<file path="config.mk">
export PLATFORM = sky130hd
export DESIGN_NAME = line_tokenizer_core
export DESIGN_NICKNAME = d
export VERILOG_FILES = /design/src/sv/lt_pkg.sv /design/src/sv/line_tokenizer_core.sv /design/src/sv/lt_front.sv /design/src/sv/lt_queue.sv /design/src/sv/lt_back.sv
export SDC_FILE = /design/constraint.sdc
export NUM_CORES = 1
export LEC_CHECK = 0
export ABC_CLOCK_PERIOD_IN_PS = 5130
export CAP_MARGIN = 30
export CELL_PAD_IN_SITES_DETAIL_PLACEMENT = 0
export CELL_PAD_IN_SITES_GLOBAL_PLACEMENT = 1
export CORE_AREA = 8 8 292 153
export CTS_BUF_LIST = sky130_fd_sc_hd__clkbuf_2 sky130_fd_sc_hd__clkbuf_4 sky130_fd_sc_hd__clkbuf_8
export CTS_CLUSTER_SIZE = 40
export DETAILED_ROUTE_END_ITERATION = 12
export DIE_AREA = 0 0 300 161
export DONT_BUFFER_PORTS = 1
export PLACE_DENSITY = 0.73
export RECOVER_POWER = 50
export SETUP_SLACK_MARGIN = 0.02
export SKIP_CTS_REPAIR_TIMING = 1
export SLEW_MARGIN = 20
export SYNTH_ARGS = -nofsm -noshare
export SYNTH_HDL_FRONTEND = slang
export SYNTH_SLANG_ARGS = --single-unit
</file>
<file path="constraint.sdc">
create_clock -name i_clk -period 5.13 [get_ports i_clk]
set_input_delay 0.513 -clock i_clk [delete_from_list [all_inputs] [get_ports i_clk]]
set_output_delay 0.513 -clock i_clk [all_outputs]
set_load 0.01 [all_outputs]
</file>
<file path="src/sv/lt_pkg.sv">
package lt_pkg;

    // Column limit of a line, columns saturate at min(LINE_MAX-1, 255)
    localparam int LINE_MAX = 256;
    localparam int COL_W    = 8;
    localparam int COL_MAX  = (LINE_MAX - 1 < 255) ? LINE_MAX - 1 : 255;
    localparam int LEN_W    = COL_W + 1;

    // Identifier capture and keyword table
    localparam int WORD_MAX  = 5;
    localparam int WCNT_W    = $clog2(WORD_MAX + 2);
    localparam int NUM_WORDS = 10;
    localparam int LAST_KW   = 7;

    // Token queue between scanner and output stage
    localparam int Q_DEPTH = 4;
    localparam int Q_PTR_W = $clog2(Q_DEPTH);
    localparam int Q_CNT_W = $clog2(Q_DEPTH + 1);

    typedef enum logic [3:0] {
        CAT_KEYWORD  = 4'd0,
        CAT_IDENT    = 4'd1,
        CAT_STRING   = 4'd2,
        CAT_NUMBER   = 4'd3,
        CAT_ASSIGN   = 4'd4,
        CAT_ARITH    = 4'd5,
        CAT_LOGICAL  = 4'd6,
        CAT_RELATION = 4'd7,
        CAT_LPAREN   = 4'd8,
        CAT_RPAREN   = 4'd9,
        CAT_COLON    = 4'd10,
        CAT_COMMA    = 4'd11,
        CAT_COMMENT  = 4'd12,
        CAT_INDENT   = 4'd13,
        CAT_UNKNOWN  = 4'd14
    } t_cat;

    typedef enum logic [6:0] {
        M_IDLE = 7'b0000001,
        M_NUM  = 7'b0000010,
        M_WORD = 7'b0000100,
        M_STR  = 7'b0001000,
        M_REM  = 7'b0010000,
        M_IND  = 7'b0100000,
        M_OP   = 7'b1000000
    } t_mode;

    // Characters with a meaning of their own
    localparam logic [7:0] CH_DQUOTE = 8'h22;
    localparam logic [7:0] CH_SQUOTE = 8'h27;
    localparam logic [7:0] CH_HASH   = 8'h23;
    localparam logic [7:0] CH_PCT    = 8'h25;
    localparam logic [7:0] CH_LPAREN = 8'h28;
    localparam logic [7:0] CH_RPAREN = 8'h29;
    localparam logic [7:0] CH_STAR   = 8'h2A;
    localparam logic [7:0] CH_PLUS   = 8'h2B;
    localparam logic [7:0] CH_COMMA  = 8'h2C;
    localparam logic [7:0] CH_MINUS  = 8'h2D;
    localparam logic [7:0] CH_SLASH  = 8'h2F;
    localparam logic [7:0] CH_COLON  = 8'h3A;
    localparam logic [7:0] CH_LT     = 8'h3C;
    localparam logic [7:0] CH_EQ     = 8'h3D;
    localparam logic [7:0] CH_GT     = 8'h3E;
    localparam logic [7:0] CH_BANG   = 8'h21;
    localparam logic [7:0] CH_SPACE  = 8'h20;
    localparam logic [7:0] CH_UNDER  = 8'h5F;
    localparam logic [7:0] CH_TAB    = 8'h09;
    localparam logic [7:0] CH_CR     = 8'h0D;

    localparam logic [7:0] WORD_TAB [NUM_WORDS][WORD_MAX] = '{
        '{8'h70, 8'h72, 8'h69, 8'h6E, 8'h74},  // print
        '{8'h69, 8'h66, 8'h00, 8'h00, 8'h00},  // if
        '{8'h65, 8'h6C, 8'h69, 8'h66, 8'h00},  // elif
        '{8'h65, 8'h6C, 8'h73, 8'h65, 8'h00},  // else
        '{8'h77, 8'h68, 8'h69, 8'h6C, 8'h65},  // while
        '{8'h69, 8'h6E, 8'h70, 8'h75, 8'h74},  // input
        '{8'h69, 8'h6E, 8'h74, 8'h00, 8'h00},  // int
        '{8'h61, 8'h6E, 8'h64, 8'h00, 8'h00},  // and
        '{8'h6F, 8'h72, 8'h00, 8'h00, 8'h00},  // or
        '{8'h6E, 8'h6F, 8'h74, 8'h00, 8'h00}   // not
    };

    localparam logic [WCNT_W-1:0] WORD_LEN [NUM_WORDS] = '{
        WCNT_W'(5), WCNT_W'(2), WCNT_W'(4), WCNT_W'(4), WCNT_W'(5),
        WCNT_W'(5), WCNT_W'(3), WCNT_W'(3), WCNT_W'(2), WCNT_W'(3)
    };

    typedef struct packed {
        logic [7:0] ch;
        logic       line_end;
    } t_in;

    typedef struct packed {
        t_cat             category;
        logic [COL_W-1:0] start_col;
        logic [LEN_W-1:0] tok_len;
        logic [3:0]       word_index;
        logic             end_of_line;
        logic             last_of_run;
    } t_tok;

    // Tokens caused by one character; b is used only when two is set
    typedef struct packed {
        logic two;
        t_tok a;
        t_tok b;
    } t_pair;

    typedef struct packed {
        logic  valid;
        t_pair data;
    } t_qhead;

    // Keyword table lookup, zero when the word is not in the table
    function automatic logic [3:0] word_lookup(
        input logic [WORD_MAX-1:0][7:0] wbuf,
        input logic [WCNT_W-1:0]        cnt
    );
        logic [3:0] idx;
        logic       same;
        idx = 4'd0;
        for (int k = 0; k < NUM_WORDS; k++) begin
            same = (WORD_LEN[k] == cnt);
            for (int j = 0; j < WORD_MAX; j++) begin
                if ((WCNT_W'(j) < cnt) && (WORD_TAB[k][j] != wbuf[j])) begin
                    same = 1'b0;
                end
            end
            if (same && (idx == 4'd0)) begin
                idx = 4'(k + 1);
            end
        end
        return idx;
    endfunction

endpackage

</file>
<file path="src/sv/line_tokenizer_core.sv">
// Line tokenizer: turns a stream of source bytes into tokens.
// Input channel (i_in_valid / o_in_ready / i_in_data) moves one character per
// beat, with line_end set on the last character of each line. Output channel
// (o_out_valid / i_out_ready / o_out_data) moves one token per beat: category,
// start column, length, keyword index, end_of_line and last_of_run.
// A character causes zero, one or two tokens. The scanner takes one character
// every cycle while the queue is not full, and writes the tokens it causes as
// one entry of a four-entry queue; the output stage drains one token per cycle
// into an output register while the receiver is ready. The first token of a
// character passes through the queue entry and then the output register before
// it shows on o_out_valid; the second token follows it. Throughput is one
// character per cycle and one token per cycle; the output register port sets
// the limit when characters cause two tokens each.
// A token appears only once its last character is known, so a run or a
// possible two-character operator is reported on the next character or at
// the line end.
// When the receiver stalls, the output holds, the queue fills and o_in_ready
// drops once all four entries are taken. Reset (synchronous, active low)
// empties the queue, drops o_out_valid and returns the scanner to column 0
// with no open token.
module line_tokenizer_core (
    input  logic         i_clk,
    input  logic         i_rst_n,
    input  logic         i_in_valid,
    output logic         o_in_ready,
    input  lt_pkg::t_in  i_in_data,
    output logic         o_out_valid,
    input  logic         i_out_ready,
    output lt_pkg::t_tok o_out_data
);

    logic           q_push, q_pop, q_full;
    lt_pkg::t_pair  q_push_data;
    lt_pkg::t_qhead q_head;

    // Scanner: classify each character and close tokens
    lt_front u_front (
        .i_clk       (i_clk),
        .i_rst_n     (i_rst_n),
        .i_valid     (i_in_valid),
        .i_data      (i_in_data),
        .i_q_full    (q_full),
        .o_ready     (o_in_ready),
        .o_push      (q_push),
        .o_push_data (q_push_data)
    );

    // Decouple scanner and output so each can stall on its own
    lt_queue u_queue (
        .i_clk       (i_clk),
        .i_rst_n     (i_rst_n),
        .i_push      (q_push),
        .i_push_data (q_push_data),
        .i_pop       (q_pop),
        .o_full      (q_full),
        .o_head      (q_head)
    );

    // Output stage: split token pairs, one beat per token
    lt_back u_back (
        .i_clk   (i_clk),
        .i_rst_n (i_rst_n),
        .i_head  (q_head),
        .i_ready (i_out_ready),
        .o_pop   (q_pop),
        .o_valid (o_out_valid),
        .o_data  (o_out_data)
    );

endmodule

</file>
<file path="src/sv/lt_front.sv">
module lt_front (
    input  logic         i_clk,
    input  logic         i_rst_n,
    input  logic         i_valid,
    input  lt_pkg::t_in  i_data,
    input  logic         i_q_full,
    output logic         o_ready,
    output logic         o_push,
    output lt_pkg::t_pair o_push_data
);

    typedef struct packed {
        logic         v;
        lt_pkg::t_tok tok;
    } t_ev;

    lt_pkg::t_mode r_mode, n_mode, mode2;
    logic [lt_pkg::WORD_MAX-1:0][7:0] r_wbuf, n_wbuf;
    logic [lt_pkg::WCNT_W-1:0] r_wcount, n_wcount;
    logic [7:0] r_quote, n_quote;
    logic [7:0] r_op, n_op;
    logic [lt_pkg::COL_W-1:0] r_ts, n_ts;
    logic [lt_pkg::COL_W-1:0] r_column, n_column;

    logic [lt_pkg::COL_W-1:0] cur, prev;
    logic [7:0] c;
    logic       le, used, accept;
    logic       is_digit, is_alpha, is_wordch, is_ws;
    logic [3:0] widx_old, widx_new;
    t_ev        ev1, ev2, ev3, ev23;

    function automatic lt_pkg::t_tok mk_tok(
        input lt_pkg::t_cat cat,
        input logic [lt_pkg::COL_W-1:0] start,
        input logic [lt_pkg::LEN_W-1:0] len,
        input logic [3:0] idx
    );
        lt_pkg::t_tok t;
        t.category    = cat;
        t.start_col   = start;
        t.tok_len     = len;
        t.word_index  = idx;
        t.end_of_line = 1'b0;
        t.last_of_run = 1'b0;
        return t;
    endfunction

    // Close the open token whose last character sits at column last
    function automatic t_ev flush_tok(
        input lt_pkg::t_mode mode,
        input logic [lt_pkg::COL_W-1:0] ts,
        input logic [lt_pkg::COL_W-1:0] last,
        input logic [7:0] op,
        input logic [3:0] widx
    );
        t_ev e;
        logic [lt_pkg::LEN_W-1:0] len;
        lt_pkg::t_cat wcat;
        lt_pkg::t_cat ocat;
        len = (last >= ts) ? ({1'b0, last} - {1'b0, ts} + lt_pkg::LEN_W'(1))
                           : lt_pkg::LEN_W'(1);
        wcat = (widx == 4'd0) ? lt_pkg::CAT_IDENT :
               ((widx <= 4'(lt_pkg::LAST_KW)) ? lt_pkg::CAT_KEYWORD : lt_pkg::CAT_LOGICAL);
        ocat = (op == lt_pkg::CH_EQ) ? lt_pkg::CAT_ASSIGN :
               ((op == lt_pkg::CH_BANG) ? lt_pkg::CAT_UNKNOWN : lt_pkg::CAT_RELATION);
        e = '0;
        e.v = 1'b1;
        unique case (mode)
            lt_pkg::M_NUM:  e.tok = mk_tok(lt_pkg::CAT_NUMBER, ts, len, 4'd0);
            lt_pkg::M_WORD: e.tok = mk_tok(wcat, ts, len, widx);
            lt_pkg::M_STR:  e.tok = mk_tok(lt_pkg::CAT_STRING, ts, len, 4'd0);
            lt_pkg::M_REM:  e.tok = mk_tok(lt_pkg::CAT_COMMENT, ts, len, 4'd0);
            lt_pkg::M_IND:  e.tok = mk_tok(lt_pkg::CAT_INDENT, ts, len, 4'd0);
            lt_pkg::M_OP:   e.tok = mk_tok(ocat, ts, lt_pkg::LEN_W'(1), 4'd0);
            default:        e.v = 1'b0;
        endcase
        return e;
    endfunction

    assign c  = i_data.ch;
    assign le = i_data.line_end;

    assign is_digit  = (c >= 8'h30) && (c <= 8'h39);
    assign is_alpha  = ((c >= 8'h61) && (c <= 8'h7A)) || ((c >= 8'h41) && (c <= 8'h5A));
    assign is_wordch = is_alpha || is_digit || (c == lt_pkg::CH_UNDER);
    assign is_ws     = (c == lt_pkg::CH_SPACE) || ((c >= lt_pkg::CH_TAB) && (c <= lt_pkg::CH_CR));

    assign cur  = r_column;
    assign prev = (cur > r_ts) ? cur - lt_pkg::COL_W'(1) : r_ts;

    assign widx_old = lt_pkg::word_lookup(r_wbuf, r_wcount);

    // Continue or close the open token, then start a new one
    always_comb begin
        used     = 1'b0;
        mode2    = r_mode;
        ev1      = '0;
        ev2      = '0;
        n_wbuf   = r_wbuf;
        n_wcount = r_wcount;
        n_quote  = r_quote;
        n_op     = r_op;
        n_ts     = r_ts;

        unique case (r_mode)
            lt_pkg::M_NUM: begin
                if (is_digit) begin
                    used = 1'b1;
                end else begin
                    ev1   = flush_tok(r_mode, r_ts, prev, r_op, widx_old);
                    mode2 = lt_pkg::M_IDLE;
                end
            end
            lt_pkg::M_WORD: begin
                if (is_wordch) begin
                    used = 1'b1;
                    if (r_wcount < lt_pkg::WCNT_W'(lt_pkg::WORD_MAX)) begin
                        n_wbuf[r_wcount] = c;
                    end
                    if (r_wcount < lt_pkg::WCNT_W'(lt_pkg::WORD_MAX + 1)) begin
                        n_wcount = r_wcount + lt_pkg::WCNT_W'(1);
                    end
                end else begin
                    ev1   = flush_tok(r_mode, r_ts, prev, r_op, widx_old);
                    mode2 = lt_pkg::M_IDLE;
                end
            end
            lt_pkg::M_STR: begin
                used = 1'b1;
                if (c == r_quote) begin
                    ev1   = flush_tok(r_mode, r_ts, cur, r_op, widx_old);
                    mode2 = lt_pkg::M_IDLE;
                end
            end
            lt_pkg::M_REM: begin
                used = 1'b1;
            end
            lt_pkg::M_IND: begin
                if (is_ws) begin
                    used = 1'b1;
                end else begin
                    ev1   = flush_tok(r_mode, r_ts, prev, r_op, widx_old);
                    mode2 = lt_pkg::M_IDLE;
                end
            end
            lt_pkg::M_OP: begin
                mode2 = lt_pkg::M_IDLE;
                if (c == lt_pkg::CH_EQ) begin
                    used    = 1'b1;
                    ev1.v   = 1'b1;
                    ev1.tok = mk_tok(lt_pkg::CAT_RELATION, r_ts, lt_pkg::LEN_W'(2), 4'd0);
                end else begin
                    ev1 = flush_tok(r_mode, r_ts, prev, r_op, widx_old);
                end
            end
            default: begin
                mode2 = lt_pkg::M_IDLE;
            end
        endcase

        if (!used) begin
            priority if (is_digit) begin
                mode2 = lt_pkg::M_NUM;
                n_ts  = cur;
            end else if (is_alpha || (c == lt_pkg::CH_UNDER)) begin
                mode2     = lt_pkg::M_WORD;
                n_ts      = cur;
                n_wbuf[0] = c;
                n_wcount  = lt_pkg::WCNT_W'(1);
            end else if ((c == lt_pkg::CH_DQUOTE) || (c == lt_pkg::CH_SQUOTE)) begin
                mode2   = lt_pkg::M_STR;
                n_ts    = cur;
                n_quote = c;
            end else if (c == lt_pkg::CH_LPAREN) begin
                ev2.v   = 1'b1;
                ev2.tok = mk_tok(lt_pkg::CAT_LPAREN, cur, lt_pkg::LEN_W'(1), 4'd0);
            end else if (c == lt_pkg::CH_RPAREN) begin
                ev2.v   = 1'b1;
                ev2.tok = mk_tok(lt_pkg::CAT_RPAREN, cur, lt_pkg::LEN_W'(1), 4'd0);
            end else if (c == lt_pkg::CH_COLON) begin
                ev2.v   = 1'b1;
                ev2.tok = mk_tok(lt_pkg::CAT_COLON, cur, lt_pkg::LEN_W'(1), 4'd0);
            end else if (c == lt_pkg::CH_COMMA) begin
                ev2.v   = 1'b1;
                ev2.tok = mk_tok(lt_pkg::CAT_COMMA, cur, lt_pkg::LEN_W'(1), 4'd0);
            end else if (c == lt_pkg::CH_HASH) begin
                mode2 = lt_pkg::M_REM;
                n_ts  = cur;
            end else if (is_ws) begin
                if (cur == '0) begin
                    mode2 = lt_pkg::M_IND;
                    n_ts  = cur;
                end
            end else if ((c == lt_pkg::CH_PLUS) || (c == lt_pkg::CH_MINUS) ||
                         (c == lt_pkg::CH_STAR) || (c == lt_pkg::CH_SLASH) ||
                         (c == lt_pkg::CH_PCT)) begin
                ev2.v   = 1'b1;
                ev2.tok = mk_tok(lt_pkg::CAT_ARITH, cur, lt_pkg::LEN_W'(1), 4'd0);
            end else if ((c == lt_pkg::CH_LT) || (c == lt_pkg::CH_GT) ||
                         (c == lt_pkg::CH_EQ) || (c == lt_pkg::CH_BANG)) begin
                mode2 = lt_pkg::M_OP;
                n_ts  = cur;
                n_op  = c;
            end else begin
                ev2.v   = 1'b1;
                ev2.tok = mk_tok(lt_pkg::CAT_UNKNOWN, cur, lt_pkg::LEN_W'(1), 4'd0);
            end
        end
    end

    assign widx_new = lt_pkg::word_lookup(n_wbuf, n_wcount);

    // Line end closes whatever is still open
    always_comb begin
        ev3 = '0;
        if (le) begin
            ev3 = flush_tok(mode2, n_ts, cur, n_op, widx_new);
        end
        n_mode   = le ? lt_pkg::M_IDLE : mode2;
        n_column = le ? '0 :
                   ((cur < lt_pkg::COL_W'(lt_pkg::COL_MAX)) ? cur + lt_pkg::COL_W'(1)
                                                             : lt_pkg::COL_W'(lt_pkg::COL_MAX));
    end

    // Pack up to two tokens in order and flag the last one
    always_comb begin
        ev23 = ev2.v ? ev2 : ev3;
        o_push_data     = '0;
        o_push_data.two = ev1.v && ev23.v;
        o_push_data.a   = ev1.v ? ev1.tok : ev23.tok;
        o_push_data.b   = ev23.tok;
        if (o_push_data.two) begin
            o_push_data.b.last_of_run = 1'b1;
            o_push_data.b.end_of_line = le;
        end else begin
            o_push_data.a.last_of_run = 1'b1;
            o_push_data.a.end_of_line = le;
        end
    end

    assign o_ready = !i_q_full;
    assign accept  = i_valid && o_ready;
    assign o_push  = accept && (ev1.v || ev23.v);

    always_ff @(posedge i_clk) begin
        if (!i_rst_n) begin
            r_mode   <= lt_pkg::M_IDLE;
            r_wcount <= '0;
            r_quote  <= '0;
            r_op     <= '0;
            r_ts     <= '0;
            r_column <= '0;
        end else if (accept) begin
            r_mode   <= n_mode;
            r_wcount <= n_wcount;
            r_quote  <= n_quote;
            r_op     <= n_op;
            r_ts     <= n_ts;
            r_column <= n_column;
        end
    end

    always_ff @(posedge i_clk) begin
        if (accept) begin
            r_wbuf <= n_wbuf;
        end
    end

endmodule

</file>
<file path="src/sv/lt_queue.sv">
module lt_queue (
    input  logic          i_clk,
    input  logic          i_rst_n,
    input  logic          i_push,
    input  lt_pkg::t_pair i_push_data,
    input  logic          i_pop,
    output logic          o_full,
    output lt_pkg::t_qhead o_head
);

    lt_pkg::t_pair r_mem [lt_pkg::Q_DEPTH];
    logic [lt_pkg::Q_PTR_W-1:0] r_wr_ptr, r_rd_ptr;
    logic [lt_pkg::Q_CNT_W-1:0] r_count;
    logic do_push, do_pop;

    assign o_full      = (r_count == lt_pkg::Q_CNT_W'(lt_pkg::Q_DEPTH));
    assign o_head.valid = (r_count != '0);
    assign o_head.data  = r_mem[r_rd_ptr];

    assign do_push = i_push && !o_full;
    assign do_pop  = i_pop && o_head.valid;

    always_ff @(posedge i_clk) begin
        if (!i_rst_n) begin
            r_wr_ptr <= '0;
            r_rd_ptr <= '0;
            r_count  <= '0;
        end else begin
            if (do_push) begin
                r_wr_ptr <= r_wr_ptr + lt_pkg::Q_PTR_W'(1);
            end
            if (do_pop) begin
                r_rd_ptr <= r_rd_ptr + lt_pkg::Q_PTR_W'(1);
            end
            unique case ({do_push, do_pop})
                2'b10:   r_count <= r_count + lt_pkg::Q_CNT_W'(1);
                2'b01:   r_count <= r_count - lt_pkg::Q_CNT_W'(1);
                default: r_count <= r_count;
            endcase
        end
    end

    always_ff @(posedge i_clk) begin
        if (do_push) begin
            r_mem[r_wr_ptr] <= i_push_data;
        end
    end

endmodule

</file>
<file path="src/sv/lt_back.sv">
module lt_back (
    input  logic           i_clk,
    input  logic           i_rst_n,
    input  lt_pkg::t_qhead i_head,
    input  logic           i_ready,
    output logic           o_pop,
    output logic           o_valid,
    output lt_pkg::t_tok   o_data
);

    logic         r_valid;
    logic         r_sel, n_sel;
    lt_pkg::t_tok r_data;
    logic         load;

    // Refill the output register whenever it is empty or being drained
    assign load  = i_head.valid && (!r_valid || i_ready);
    assign o_pop = load && (r_sel || !i_head.data.two);
    assign n_sel = load ? !o_pop : r_sel;

    always_ff @(posedge i_clk) begin
        if (!i_rst_n) begin
            r_valid <= 1'b0;
            r_sel   <= 1'b0;
        end else begin
            r_sel <= n_sel;
            if (load) begin
                r_valid <= 1'b1;
            end else if (i_ready) begin
                r_valid <= 1'b0;
            end
        end
    end

    always_ff @(posedge i_clk) begin
        if (load) begin
            r_data <= r_sel ? i_head.data.b : i_head.data.a;
        end
    end

    assign o_valid = r_valid;
    assign o_data  = r_data;

endmodule

</file>
After elaboration in Yosys (flattened, before gate mapping)

Memories as Yosys holds them, arrays and structs flattened. A register that Yosys moved wholly into a read port is not among the register bits.
Cells that the tools add are included.

Equality and inequality tests: 96
Multipliers: 0
Muxes and demuxes: 227
$add $sub $neg: 13
$lt $le $gt $ge: 29
Reduce and logical (&&, ||, !) cells: 139
Bitwise gates (word level): 3
Div/mod/pow operators: 0
Shift operators: 0

Operators by type and width:

| kind                | number |
|---|---|
| $mux 28             | 18 |
| $ne 7x8->1 const A  | 50 |
| $mux 8              | 32 |
| $eq 8x6->1 const B  | 21 |
| $pmux 27 s6         | 1 |
| $pmux 28 s5         | 1 |
| $mux 7              | 18 |
| $mux 40             | 3 |
| $mux 1              | 107 |
| $logic_and 1x1->1   | 86 |
| $mux 27             | 3 |
| $logic_not 4->1     | 20 |
| $mux 3              | 16 |
| $mux 4              | 12 |
| $reduce_bool 8->1   | 6 |
| $bwmux 40           | 1 |
| $pmux 7 s5          | 1 |
| $add 9x1->9 const B | 3 |
| $mux 9              | 3 |
| $sub 8x8->9         | 3 |
| $demux 8 s3         | 1 |
| $ge 8x8->1          | 3 |
| $ge 8x7->1 const B  | 2 |
| $le 8x7->1 const B  | 2 |
| 43 further kinds    | 94 |

Input bits: 13
Memory bits (read-only): 0
Bits in registers: 118
Output and inout port bits: 29
RAM bits: 220
Word-level logic and storage cells: 530
Bits in latches: 0
Memories kept: 1

Memory list:

| name          | words | width | read ports | clocked after memory_dff | write ports | line           | text |
|---|---|---|---|---|---|---|---|
| u_queue.r_mem | 4     | 55    | 1          | 1                        | 1           | lt_queue.sv:11 | `lt_pkg::t_pair r_mem [lt_pkg::Q_DEPTH];` |

Depth between registers and ports, before layout

Gate-level depths: netlist of run 1.

Word-level depth: 57
Gate-level depth with buffers: 25
Mapped depth without buffers: 24

By module

From an unflattened synthesis of run 1, not the netlist that was laid out.

Cells, all modules: 1491
Area total of the unflattened synthesis: 18131.1 µm²

By module, submodules not included:

| module   | area an instance (µm²) | seq. area each (µm²) | cells each | times used |
|---|---|---|---|---|
| lt_queue | 8495.6                 | 6786.5               | 339        | 1 |
| lt_front | 8366.8                 | 2042.0               | 1083       | 1 |
| lt_back  | 1268.7                 | 850.8                | 69         | 1 |

Least setup slack after synthesis of run 1

OpenSTA, ideal clock, no wires.

Path type: input -> register
From: in i_in_data[6] (netlist name)
To: mem u_queue.r_mem[0][11] (netlist name), data pin
Stages on the path: 18
Setup time: 0.290 ns
Required time: 4.840 ns
Data arrival time: 4.360 ns
Setup slack: 0.479 ns
Buffers on the path: 2
Cells stage by stage: buf_2 > nor3b_2 > nand2_1 > o31ai_1 > a221oi_2 > nand2_1 > clkbuf_1 > nor2_1 > a21oi_1 > inv_1 > ha_1 > inv_1 > ha_1 > fa_1 > a21o_1 > a21oi_1 > xnor2_1 > a2111oi_0

RTL lines:

| what               | line                      | text |
|---|---|---|
| start: declaration | line_tokenizer_core.sv:26 | `input lt_pkg::t_in i_in_data,` |
| end: declaration   | lt_queue.sv:11            |  |

Worst setup path in the final report of run 1

From: reg u_front.r_column (netlist bit u_front.cur[4])
To: mem u_queue.r_mem[1][23] (netlist name) (enable)

Cells in the longest elaborated chain, start to end: 22
Elaborated cells on any way between the ends: 27
Those cells by class: 6 x eq/ne; 16 x mux; 5 x reduce/logical

Ends and longest elaborated chain:

| what                             | line            | text |
|---|---|---|
| start: declaration               | lt_front.sv:23  | `logic [lt_pkg::COL_W-1:0] r_column, n_column;` |
| start signal: assignment         | lt_front.sv:259 | `r_column <= n_column;` |
| $logic_not 8->1 (*)              | lt_front.sv:190 | `if (cur == '0) begin` |
| $mux 7 (*)                       | lt_front.sv:190 |  |
| $mux 7 (*)                       | lt_front.sv:189 | `end else if (is_ws) begin` |
| $mux 7 (*)                       | lt_front.sv:186 | `end else if (c == lt_pkg::CH_HASH) begin` |
| $mux 7 (*)                       | lt_front.sv:183 | `end else if (c == lt_pkg::CH_COMMA) begin` |
| $mux 7 (*)                       | lt_front.sv:180 | `end else if (c == lt_pkg::CH_COLON) begin` |
| $mux 7 (*)                       | lt_front.sv:177 | `end else if (c == lt_pkg::CH_RPAREN) begin` |
| $mux 7 (*)                       | lt_front.sv:174 | `end else if (c == lt_pkg::CH_LPAREN) begin` |
| (+6 left out)                    | n/a             |  |
| $mux 1 (*)                       | lt_front.sv:68  | `unique case (mode)` |
| $mux 28 (*)                      | lt_front.sv:216 | `if (le) begin` |
| $mux 28 (*)                      | lt_front.sv:227 | `ev23 = ev2.v ? ev2 : ev3;` |
| $logic_or 1x1->1 (*)             | lt_front.sv:243 | `assign o_push = accept && (ev1.v \|\| ev23.v);` |
| $logic_and 1x1->1 (*)            | lt_front.sv:243 |  |
| $logic_and 1x1->1 (*)            | lt_queue.sv:20  | `assign do_push = i_push && !o_full;` |
| $mux 1 (*)                       | lt_queue.sv:44  | `if (do_push) begin` |
| $mux 1 (not written as such) (*) | lt_queue.sv:45  | `r_mem[r_wr_ptr] <= i_push_data;` |

Every way passes the cells marked *; elsewhere a longest branch is shown, timed or not.

==> results of run 1 <==
==> metal layers <==
layer  global-route usage  share of wire  routed length, um
met1               0.3766           0.51              28080
met2               0.2506           0.34              18700
met3              0.07817           0.13               7343
met4              0.02966         0.0091                495
met5                    0              0                  0
==> power breakdown <==
group | internal (mW) | switching (mW) | total, mW
logic | 1.02 | 1.49 | 2.50
clock network | 1.12 | 1.10 | 2.21
registers | 3.46 | 0.268 | 3.73
total | 5.59 | 2.85 | 8.45
==> final timing paths <==
kind                    from                    to  slack (ns)
min                  i_rst_n    u_front.r_quote[0]        0.04
min reg2reg  u_front.r_op[0]       u_front.r_op[0]        0.47
max reg2reg   u_front.cur[4]  u_queue.r_mem[1][23]        0.28
max           u_front.cur[4]  u_queue.r_mem[1][23]        0.28
==> cells in the final DEF (no fill, tap or decap), types with 7 or more instances in the layout <==
cell / count
a21boi_0: 12
a21o_1: 13
a21oi_1: 63
a22oi_1: 20
a31oi_1: 15
and2_1: 22
and3_1: 23
buf_12: 8
buf_4: 40
clkbuf_1: 17
clkbuf_4: 12
clkbuf_8: 50
clkinv_1: 8
clkinv_2: 10
dfxtp_1: 52
edfxtp_1: 283
fa_1: 13
ha_1: 63
inv_1: 55
mux2_2: 25
mux2i_1: 9
mux4_2: 54
nand2_1: 230
nand2b_1: 11
nand3_1: 45
nand4_1: 19
nand4b_1: 8
nor2_1: 85
nor2b_1: 22
nor3_1: 27
nor4_1: 18
nor4b_1: 7
o211a_1: 10
o211ai_1: 11
o21ai_0: 57
o21bai_1: 9
o22ai_1: 12
xnor2_1: 14
xor2_1: 25
==> kinds of logic after synthesis <==
kind of cell               count (synthesis)
AOI/OAI and AO/OA                        284
xor gates and xnor gates                  39
adders and majority gates                 76
buffers and inverters                    143
DFF                                      336
muxes                                     88
and+or+nand+nor                          576
==> flip-flops by register name, indices dropped and copies added, names as in the netlist, 2 cells and up, named ones only <==
name and count:
u_front.r_op 8, u_queue.r_mem 216, u_front.r_ts 8, u_front.cur 8, u_front.r_wcount 3, u_queue.r_count 3
u_front.r_mode 7, u_queue.r_wr_ptr 2, u_front.r_quote 8, u_front.r_wbuf 40, u_back.o_data 27, u_queue.r_rd_ptr 2
==> stage by stage <==
| step | instances | utilization |
|---|---|---|
| floorplan | 1542 | - |
| global placement | 2069 | 0.4611 |
| detailed placement | 2071 | 0.4616 |
| CTS | 2159 | 0.4855 |
| global route | 2161 | 0.4847 |
| finish | 2162 | 0.4847 |
==> layout make-up <==
| class | instances | area (sq um) |
|---|---|---|
| Sequential cell | 336 | 9563 |
| Timing Repair Buffer | 68 | 566.8 |
| Antenna cell | 1 | 2.502 |
| Inverter | 56 | 210.2 |
| Multi-Input combinational cell | 1063 | 7791 |
| Clock buffer | 62 | 778.2 |
| Clock inverter | 26 | 201.4 |
| Fill cell | 3688 | 21050 |
| Tap cell | 550 | 688.2 |
==> worst max-delay path, cell delays in order, from the launching register on <==
cell      delay (ns)
dfxtp_1         0.43
or4_1           0.56
nor4b_1         0.45
a221o_1         0.22
nand2_1         0.16
buf_4           0.22
o31ai_1         0.06
clkbuf_1        0.31
nand2_1         0.14
a31oi_2         0.63
and2_0          1.00
buf_12          0.30
==> run_results.csv, run 1 <==
group,metric,value,unit
worst_setup_path,start_kind,"flop",
flow_run,drv_cap,4,
worst_setup_path,r2r_cells,11,
logic_synthesis,yosysSeqAreaShare,0.5334,
logic_synthesis,synth_top_cells_by_count,"edfxtp_1, nand2_1, nor2_1",
timing,setup_viol,0,
logic_synthesis,synthFlopType,"edfxtp_1",
logic_synthesis,synth-compound-area-share,0.1078,
power,p_per_area,426.6,mW/mm^2
die,die_w,300,um
die,die_area,0.04830,sq mm
routing,route.detailed.drc,0,
logic_synthesis,synth_xor_area_frac,0.01906,
routing,drtIter0Drc,1659,
timing,fmax,206.4,MHz
logic_synthesis,syn_nets,1631,
clock_network,cts_made_buffers,48,
global_route,track_usage,0.2194,
logic_synthesis,synth_mux_area_frac,0.08860,
finish,finalInstanceArea,0.01980,sq mm
clock_network,clk_latency,0.62,ns
clock_network,cts_tree,"built",
logic_synthesis,synth_adder_area_share,0.05851,
logic_synthesis,synth_top_cell_by_area,"edfxtp_1",
placement,dp_hpwl,40230,um
status,status,"complete, but fails checks",
timing,fin_crit_sh,0.9446,
logic_synthesis,synthCells,1542,
timing,rsz0062_at_grt,"false",
routing,dr.pass1.iters,6,
worst_setup_path,crit_path_end_kind,"flop",
logic_synthesis,yosysUniqueCellTypes,91,
clock_network,clk_pin_slew,0.07,ns
placement,gp_congestion,0.9719,
status,violations,"capacitance limit, slew limit",
worst_setup_path,critical_path_arrival,5.14,ns
routing,antenna_left,0,
global_route,grt_first_pass_wirelength,80910,um
timing,timing.hold.ws,0.04163,ns
routing,wl,54620,um
min_path,worst_hold_path.num_cells,1,
power,ir_drop,0.1947,mV
timing,layout_setup_ws,0.2841,ns
clock_network,clock-root-buffer,"clkbuf_8",
power,leakage,7.090,nW
placement,portBuffers,0,
timing,finalMaxSlewViolations,140,
clock_network,clockBufferDepth,3,
worst_setup_path,critPathMaxFanout,26,
die,ios,42,
global_route,grt_pass1_vias,12150,
logic_synthesis,synth_most_common_cell,"edfxtp_1",
logic_synthesis,async_flop_share,0,
global_route,grt_max_degree,54,
logic_synthesis,synth_top_family_by_area,"simple AND/OR/NAND/NOR gates",
die,core,0.04085,sq mm
worst_setup_path,worstPathRequired,5.43,ns
finish,fin_nets,1662,
logic_synthesis,synth_edf_count,283,
min_path,hold_path.class,"in -> reg",
clock_network,htree_levels,2,
logic_synthesis,synth_area,0.01792,sq mm
routing,wire_per_inst,25.26,um
worst_setup_path,crit_type,"reg -> reg",
clock_network,clock-sinks,336,
timing,tightest_slew,3.406,ns
power,power,8.447,mW
routing,via_per_inst,6.086,
timing,setup_tns,0,ns
global_route,antenna_found_initial,0,
finish,final_layout_size_suffix_gt1_frac,0.1502,
logic_synthesis,yosys_warnings,0,
logic_synthesis,ys_seq_elements,336,
placement,place_ws,0.3110,ns
die,die_y,161,um
timing,hold_viol,0,
global_route,grt-ovfl-total,0,
logic_synthesis,syn_area_per_cell,11.62,sq um
routing,num_vias,13160,
logic_synthesis,synth_area_leaders,"edfxtp_1, mux4_2, dfxtp_1",
finish,syn_to_final_growth,10.50,%
logic_synthesis,synthSimpleGateAreaFrac,0.1602,
timing,relSlewSlack,-1.271,
die,initial_core_util,0.4387,
timing,period_needed,4.846,ns
logic_synthesis,synth_top_area_share,0.4742,
placement,placed_cell_area,0.01885,sq mm
die,rows,53,
timing,skew,0.02763,ns
(Power assumes the default switching activity.)
==> inputs of run 2 (changes only) <==
- ABC_AREA: default -> 1
- CORE_AREA: 8 8 292 153 -> 8 8 296 155
- DIE_AREA: 0 0 300 161 -> 0 0 304 163
- PLACE_DENSITY: 0.73 -> 0.76
==> run 2 against run 1 <==
Compared with the run above: the flow still finishes with violations (capacitance limit, slew limit); area after synthesis rose by 3.2%; power up 11%; cell count is 27% higher; combinational power is 22% higher; clock power increased by 11%; clock-buffer cell count unchanged; cell area increased by 2.2%; sequential cell count stayed put; sequential share of layout area down 1.0 points; worst setup slack got worse by 0.049 ns; clock skew hardly changed; largest cell class unchanged; largest power group unchanged.
==> run_results.csv, run 2 <==
group,metric,value,unit
worst_setup_path,crit_start,"u_front.r_mode[6]",
global_route,grtUsageMet1,0.3737,
timing,skew,0.02810,ns
worst_setup_path,r2r_cells,14,
placement,dp_hpwl,43050,um
worst_setup_path,cp_cell_sequence,"nor3_1 > inv_1 > nor2_1 > buf_4 > inv_1 > nor2_1 > inv_1 > nand2_1 > nor3_1 > inv_1 > o21ai_0 > clkbuf_1 > nor2_2 > buf_12",
min_path,holdCritStartpoint,"i_rst_n",
logic_synthesis,async_flop_share,0,
finish,final_common_cell,"nor2_1",
global_route,antenna_found_initial,1,
logic_synthesis,yosysUniqueCellTypes,61,
min_path,hold_path.class,"in -> reg",
clock_network,clk_latency,0.63,ns
logic_synthesis,synth_most_common_cell,"nor2_1",
die,rows,53,
global_route,grt-ovfl-total,0,
worst_setup_path,crit_type,"reg -> reg",
clock_network,clock-root-buffer,"clkbuf_8",
placement,portBuffers,0,
clock_network,cts_tree,"built",
routing,route.detailed.drc,0,
clock_network,clock-sinks,336,
finish,most-common-layout-cells,"nor2_1, nand2_1, edfxtp_1, inv_1, o21ai_0",
worst_setup_path,worstPathRequired,5.41,ns
global_route,grt_pass1_vias,13870,
timing,setup_tns,0,ns
worst_setup_path,critPathSlowestCell,"nor2_2",
finish,syn_to_final_growth,9.490,%
routing,dr.pass1.iters,7,
logic_synthesis,synth_area_leaders,"edfxtp_1, nor2_1, nand2_1",
finish,antenna_cells,0,
clock_network,clockBufferDepth,3,
global_route,top_usage_layer,"met1",
die,core,0.04145,sq mm
timing,period_needed,4.895,ns
logic_synthesis,syn_area_per_cell,8.691,sq um
finish,instances_no_fill,2737,
routing,drtIter0Drc,1926,
logic_synthesis,yosys_warnings,0,
global_route,met2_usage,0.2709,
timing,fmax,204.3,MHz
power,ir_drop,0.2558,mV
worst_setup_path,critPathMaxFanout,43,
status,status,"complete, but fails checks",
finish,largest_register,"u_queue.r_mem",
logic_synthesis,synth_top_cells_by_count,"nor2_1, nand2_1, edfxtp_1",
worst_setup_path,r2r_start,"u_front.r_mode[6]",
status,violations,"capacitance limit, slew limit",
timing,rsz0062_at_grt,"false",
power,leakage,8.262,nW
placement,place_ws,0.3319,ns
worst_setup_path,crit_path_end_kind,"flop",
finish,final_layout_size_suffix_gt1_frac,0.07087,
die,die_w,304,um
clock_network,clk_pin_slew,0.07,ns
timing,tightest_slew,2.128,ns
placement,gp_congestion,0.9704,
routing,num_vias,15260,
finish,fillers,3940,
global_route,globalRouteMet3Util,0.1084,
finish,largest_reg_flops,216,
logic_synthesis,synth_top_cell_by_area,"edfxtp_1",
global_route,grt_max_degree,61,
die,initial_core_util,0.4460,
timing,hold_viol,0,
worst_setup_path,cp_num_buf_inv,7,
flow_run,drv_cap,2,
die,ios,42,
die,die_y,163,um
finish,fin_nets,2236,
routing,wl,59400,um
power,p_per_area,463.9,mW/mm^2
clock_network,htree_levels,2,
clock_network,cts_made_buffers,49,
routing,via_per_inst,5.577,
logic_synthesis,ys_seq_elements,336,
routing,antenna_left,0,
worst_setup_path,slowest_delay,0.66,ns
worst_setup_path,cpMostUsedCell,"inv_1",
placement,place_inst,2644,
timing,fin_crit_sh,0.9542,
logic_synthesis,synthFlopType,"edfxtp_1",
worst_setup_path,crit_cells,14,
global_route,grt_first_pass_wirelength,87820,um
logic_synthesis,synth_edf_count,283,
timing,finalMaxSlewViolations,93,
logic_synthesis,syn_nets,2216,
worst_setup_path,crit_family,"simple AND/OR/NAND/NOR gates",
worst_setup_path,start_kind,"flop",
timing,layout_setup_ws,0.2348,ns
logic_synthesis,synth_area,0.01849,sq mm
global_route,track_usage,0.2325,
worst_setup_path,critical_path_arrival,5.18,ns
timing,setup_viol,0,
min_path,worst_hold_path.num_cells,2,
timing,relSlewSlack,-0.4189,
logic_synthesis,yosysSeqAreaShare,0.5171,
logic_synthesis,synth_top_area_share,0.4597,
routing,wire_per_inst,21.70,um
die,die_area,0.04955,sq mm
logic_synthesis,synthCells,2127,
## run 2: power by group
group | internal (mW) | switching (mW)
registers | 3.55 | 0.334
logic | 0.877 | 2.19
clock network | 1.32 | 1.13
total | 5.74 | 3.65
## run 2: path summary, 6_finish.rpt
check                         endpoint  slack [ns]
hold reg to reg                   flop        0.45
setup / recovery  u_queue.r_mem[3][21]        0.23
setup reg to reg  u_queue.r_mem[3][21]        0.23
hold / removal          u_back.o_valid        0.02
## run 2: routing by layer
| metal | part of all wire | vias to the layer above |
|---|---|---|
| li1 | - | 7292 |
| met1 | 0.50 | 7183 |
| met2 | 0.34 | 737 |
| met3 | 0.15 | 50 |
| met4 | 0.0092 | 2 |
| met5 | 0.0026 | - |
## run 2: final cells by class
| class | count | area, sq um | area share |
|---|---|---|---|
| clock buffer | 62 | 815.8 | 0.04031 |
| clock inverter | 29 | 296.5 | 0.01465 |
| inverter | 266 | 1001 | 0.04946 |
| multi-input combinational | 1449 | 7537 | 0.3724 |
| sequential | 336 | 9564 | 0.4726 |
| tap | 550 | 688.2 | 0.03400 |
| timing repair buffer | 45 | 336.6 | 0.01663 |
## run 2: cell families after synthesis
kind of cell,after synthesis,share of synthesized area
simple gates,935,0.2161
compound gates,417,0.1262
buf+inv,342,0.07385
fa+ha+maj,76,0.05672
flops,336,0.5171
xor+xnor,21,0.009950
## run 2: worst reg2reg max path, cell delays in order (launching register included)
cell and delay, ns:
dfxtp_1 0.35, nor3_1 0.33, inv_1 0.08, nor2_1 0.32, buf_4 0.41, inv_1 0.27
nor2_1 0.47, inv_1 0.27, nand2_1 0.24, nor3_1 0.16, inv_1 0.10, o21ai_0 0.20
clkbuf_1 0.31, nor2_2 0.66, buf_12 0.36
## run 2: through the flow
stage | hold WS [ns] | instance area (sq um) | total power [mW] | util
after global routing | 0.003839 | 20240 | 9.924 | 0.4883
after floorplan | 0.4356 | 18490 | 5.916 | -
after CTS | -0.02821 | 20340 | 9.408 | 0.4909
after global placement | 0.4444 | 19220 | 6.921 | 0.4638
after detailed placement | 0.4465 | 19230 | 6.953 | 0.4640
final | 0.01933 | 20240 | 9.390 | 0.4883
==> inputs of run 3 (changes only) <==
- ABC_CLOCK_PERIOD_IN_PS: 5130 -> 4500
- GPL_ROUTABILITY_DRIVEN: default -> 0
- PLACE_DENSITY: 0.76 -> 0.79
- clock period: 5.13 -> 4.5 ns (I/O delays scaled with it)
==> run 3 against run 2 <==
Compared with the run above: the run still ends with capacitance limit, slew limit left; combinational power increased by 15%; critical path depth increased by 8; critical endpoint is now u_queue.r_mem[3][41]; hold slack improved by 0.036 ns; global-route usage decreased by 0.79 points; sequential share of layout area decreased by 0.49 points; cell area increased by 1.0%.
==> run_results.csv, run 3 (synthesis gave the netlist of run 2 again) <==
group,metric,value,unit
status,status,"complete, but fails checks",
status,violations,"capacitance limit, slew limit",
worst_setup_path,cp_num_buf_inv,4,
finish,fin_nets,2261,
die,core,0.04145,sq mm
placement,portBuffers,0,
global_route,grt_max_degree,95,
routing,route.detailed.drc,0,
finish,antenna_cells,0,
global_route,grt_pass1_vias,13980,
worst_setup_path,crit_type,"reg -> reg",
timing,hold_viol,0,
die,ios,42,
timing,fmax,234.0,MHz
routing,wire_per_inst,20.98,um
worst_setup_path,rr_endpoint,"u_queue.r_mem[3][41]",
routing,wl,57890,um
global_route,grt_first_pass_wirelength,86570,um
timing,period_needed,4.274,ns
global_route,grt-ovfl-total,0,
die,initial_core_util,0.4460,
worst_setup_path,critPathSlowestCell,"fa_1",
clock_network,cts_made_buffers,48,
worst_setup_path,crit_cells,22,
flow_run,drv_cap,3,
worst_setup_path,critPathCapture,"u_queue.r_mem[3][41]",
finish,final_layout_size_suffix_gt1_frac,0.08646,
worst_setup_path,critical_path_arrival,4.63,ns
timing,tightest_slew,2.105,ns
clock_network,htree_levels,2,
worst_setup_path,cp_cell_sequence,"inv_1 > buf_4 > ha_1 > nand4_1 > nand4_1 > inv_1 > nor2_2 > o22ai_1 > inv_1 > ha_1 > fa_1 > nand3_1 > and2_1 > nor2_1 > nor2_1 > o21bai_1 > nand2_1 > nand2_1 > a21oi_1 > xnor2_1 > nor2_2 > o22a_1",
worst_setup_path,regToRegSetupSlack,0.23,ns
power,seq_power_share,0.418,
power,internal-power,6.437,mW
routing,antenna_left,0,
power,p_per_area,512.9,mW/mm^2
clock_network,cts_tree,"built",
worst_setup_path,crit_path_end_kind,"flop",
min_path,hold_path.class,"in -> reg",
power,p_sw,4.050,mW
die,die_w,304,um
worst_setup_path,cpMostUsedCell,"inv_1",
finish,final_common_cell,"nor2_1",
worst_setup_path,r2r_cells,22,
timing,relSlewSlack,-0.4031,
power,sw_frac_of_total,0.3862,
worst_setup_path,crit_family,"adder cells",
clock_network,clock-sinks,336,
power,combPwrFrac,0.334,
finish,finalInstanceArea,0.02045,sq mm
routing,via_per_inst,5.627,
finish,largest_register,"u_queue.r_mem",
clock_network,clk_latency,0.63,ns
finish,largest_reg_flops,216,
timing,layout_setup_ws,0.2261,ns
placement,placed_cell_area,0.01944,sq mm
global_route,track_usage,0.2246,
clock_network,clock-root-buffer,"clkbuf_8",
timing,timing.hold.ws,0.05571,ns
finish,syn_to_final_growth,10.61,%
worst_setup_path,worstPathRequired,4.86,ns
clock_network,clockBufferDepth,3,
die,rows,53,
min_path,holdCritStartpoint,"i_rst_n",
finish,most-common-layout-cells,"nor2_1, nand2_1, edfxtp_1, inv_1, o21ai_0",
power,leakage,8.342,nW
timing,setup_viol,0,
die,die_y,163,um
placement,place_ws,0.02152,ns
routing,drtIter0Drc,2008,
timing,fin_crit_sh,0.9498,
power,ir_drop,0.3216,mV
global_route,antenna_found_initial,1,
power,pwr-share-clk,0.248,
routing,num_vias,15530,
timing,skew,0.03564,ns
worst_setup_path,start_kind,"flop",
worst_setup_path,r2r_start,"u_front.cur[0]",
placement,dp_hpwl,40900,um
worst_setup_path,crit_start,"u_front.cur[0]",
worst_setup_path,critPathMaxFanout,8,
timing,finalMaxSlewViolations,129,
worst_setup_path,slowest_delay,0.65,ns
power,power,10.49,mW
timing,rsz0062_at_grt,"true",
clock_network,clk_pin_slew,0.06,ns
routing,dr.pass1.iters,5,
die,die_area,0.04955,sq mm
==> run 3: changes by cell type in the layout (fill, tap and decap cells not counted), moves of 3 or more <==
cell	before	now
buf_6	0	4
o21ai_2	0	3
clkbuf_8	56	50
clkinv_1	8	11
o21ai_1	3	7
nor2_1	378	371
clkbuf_4	6	17
clkinv_2	13	6
nor2_2	4	8
o21ai_0	205	197
buf_4	34	49
nor2_4	4	7
==> run 3: metal layers <==
metal,GRT usage,vias up,routed length [um]
met5,0,-,0
met4,0.03325,0,539
met3,0.09395,52,9403
met2,0.2682,831,19930
met1,0.3627,7308,28020
li1,-,7334,-
==> run 3: power groups by stage <==
| stage | sequential [mW] | combinational, mW | clock (mW) |
|---|---|---|---|
| after floorplan | 4.33 | 2.41 | 0 |
| after global placement | 4.43 | 3.39 | 0 |
| after detailed placement | 4.43 | 3.42 | 0 |
| after CTS | 4.37 | 3.43 | 2.63 |
| after global routing | 4.43 | 3.92 | 2.76 |
| final | 4.38 | 3.51 | 2.60 |
==> run 3: worst min path at each step <==
| stage | slack (ns) | cells after the start | end |
|---|---|---|---|
| after CTS | -0.08 | 2 | u_queue.r_wr_ptr[0] |
| after floorplan | 0.44 | 2 | flop |
| after detailed placement | 0.46 | 2 | u_front.r_quote[5] |
| final | 0.06 | 2 | u_front.r_quote[2] |
| after global placement | 0.44 | 2 | flop |
| after global routing | 0.04 | 2 | u_front.r_quote[2] |
==> run 3: area by class of cell <==
class                      instances  area, sq um
timing repair buffer              71        558.0
clock buffer                      65        800.8
fill                            3860        21000
sequential                       336         9562
inverter                         266         1001
clock inverter                    22        197.7
multi-input combinational       1449         7639
tap                              550        688.2
==> run 3: per-stage QoR <==
| step | cells | setup TNS (ns) | utilization |
|---|---|---|---|
| global placement | 2667 | 0 | 0.4691 |
| floorplan | 2127 | -121.94 | - |
| finish | 2759 | 0 | 0.4933 |
| CTS | 2754 | 0 | 0.4932 |
| detailed placement | 2667 | 0 | 0.4691 |
| global route | 2759 | 0 | 0.4933 |
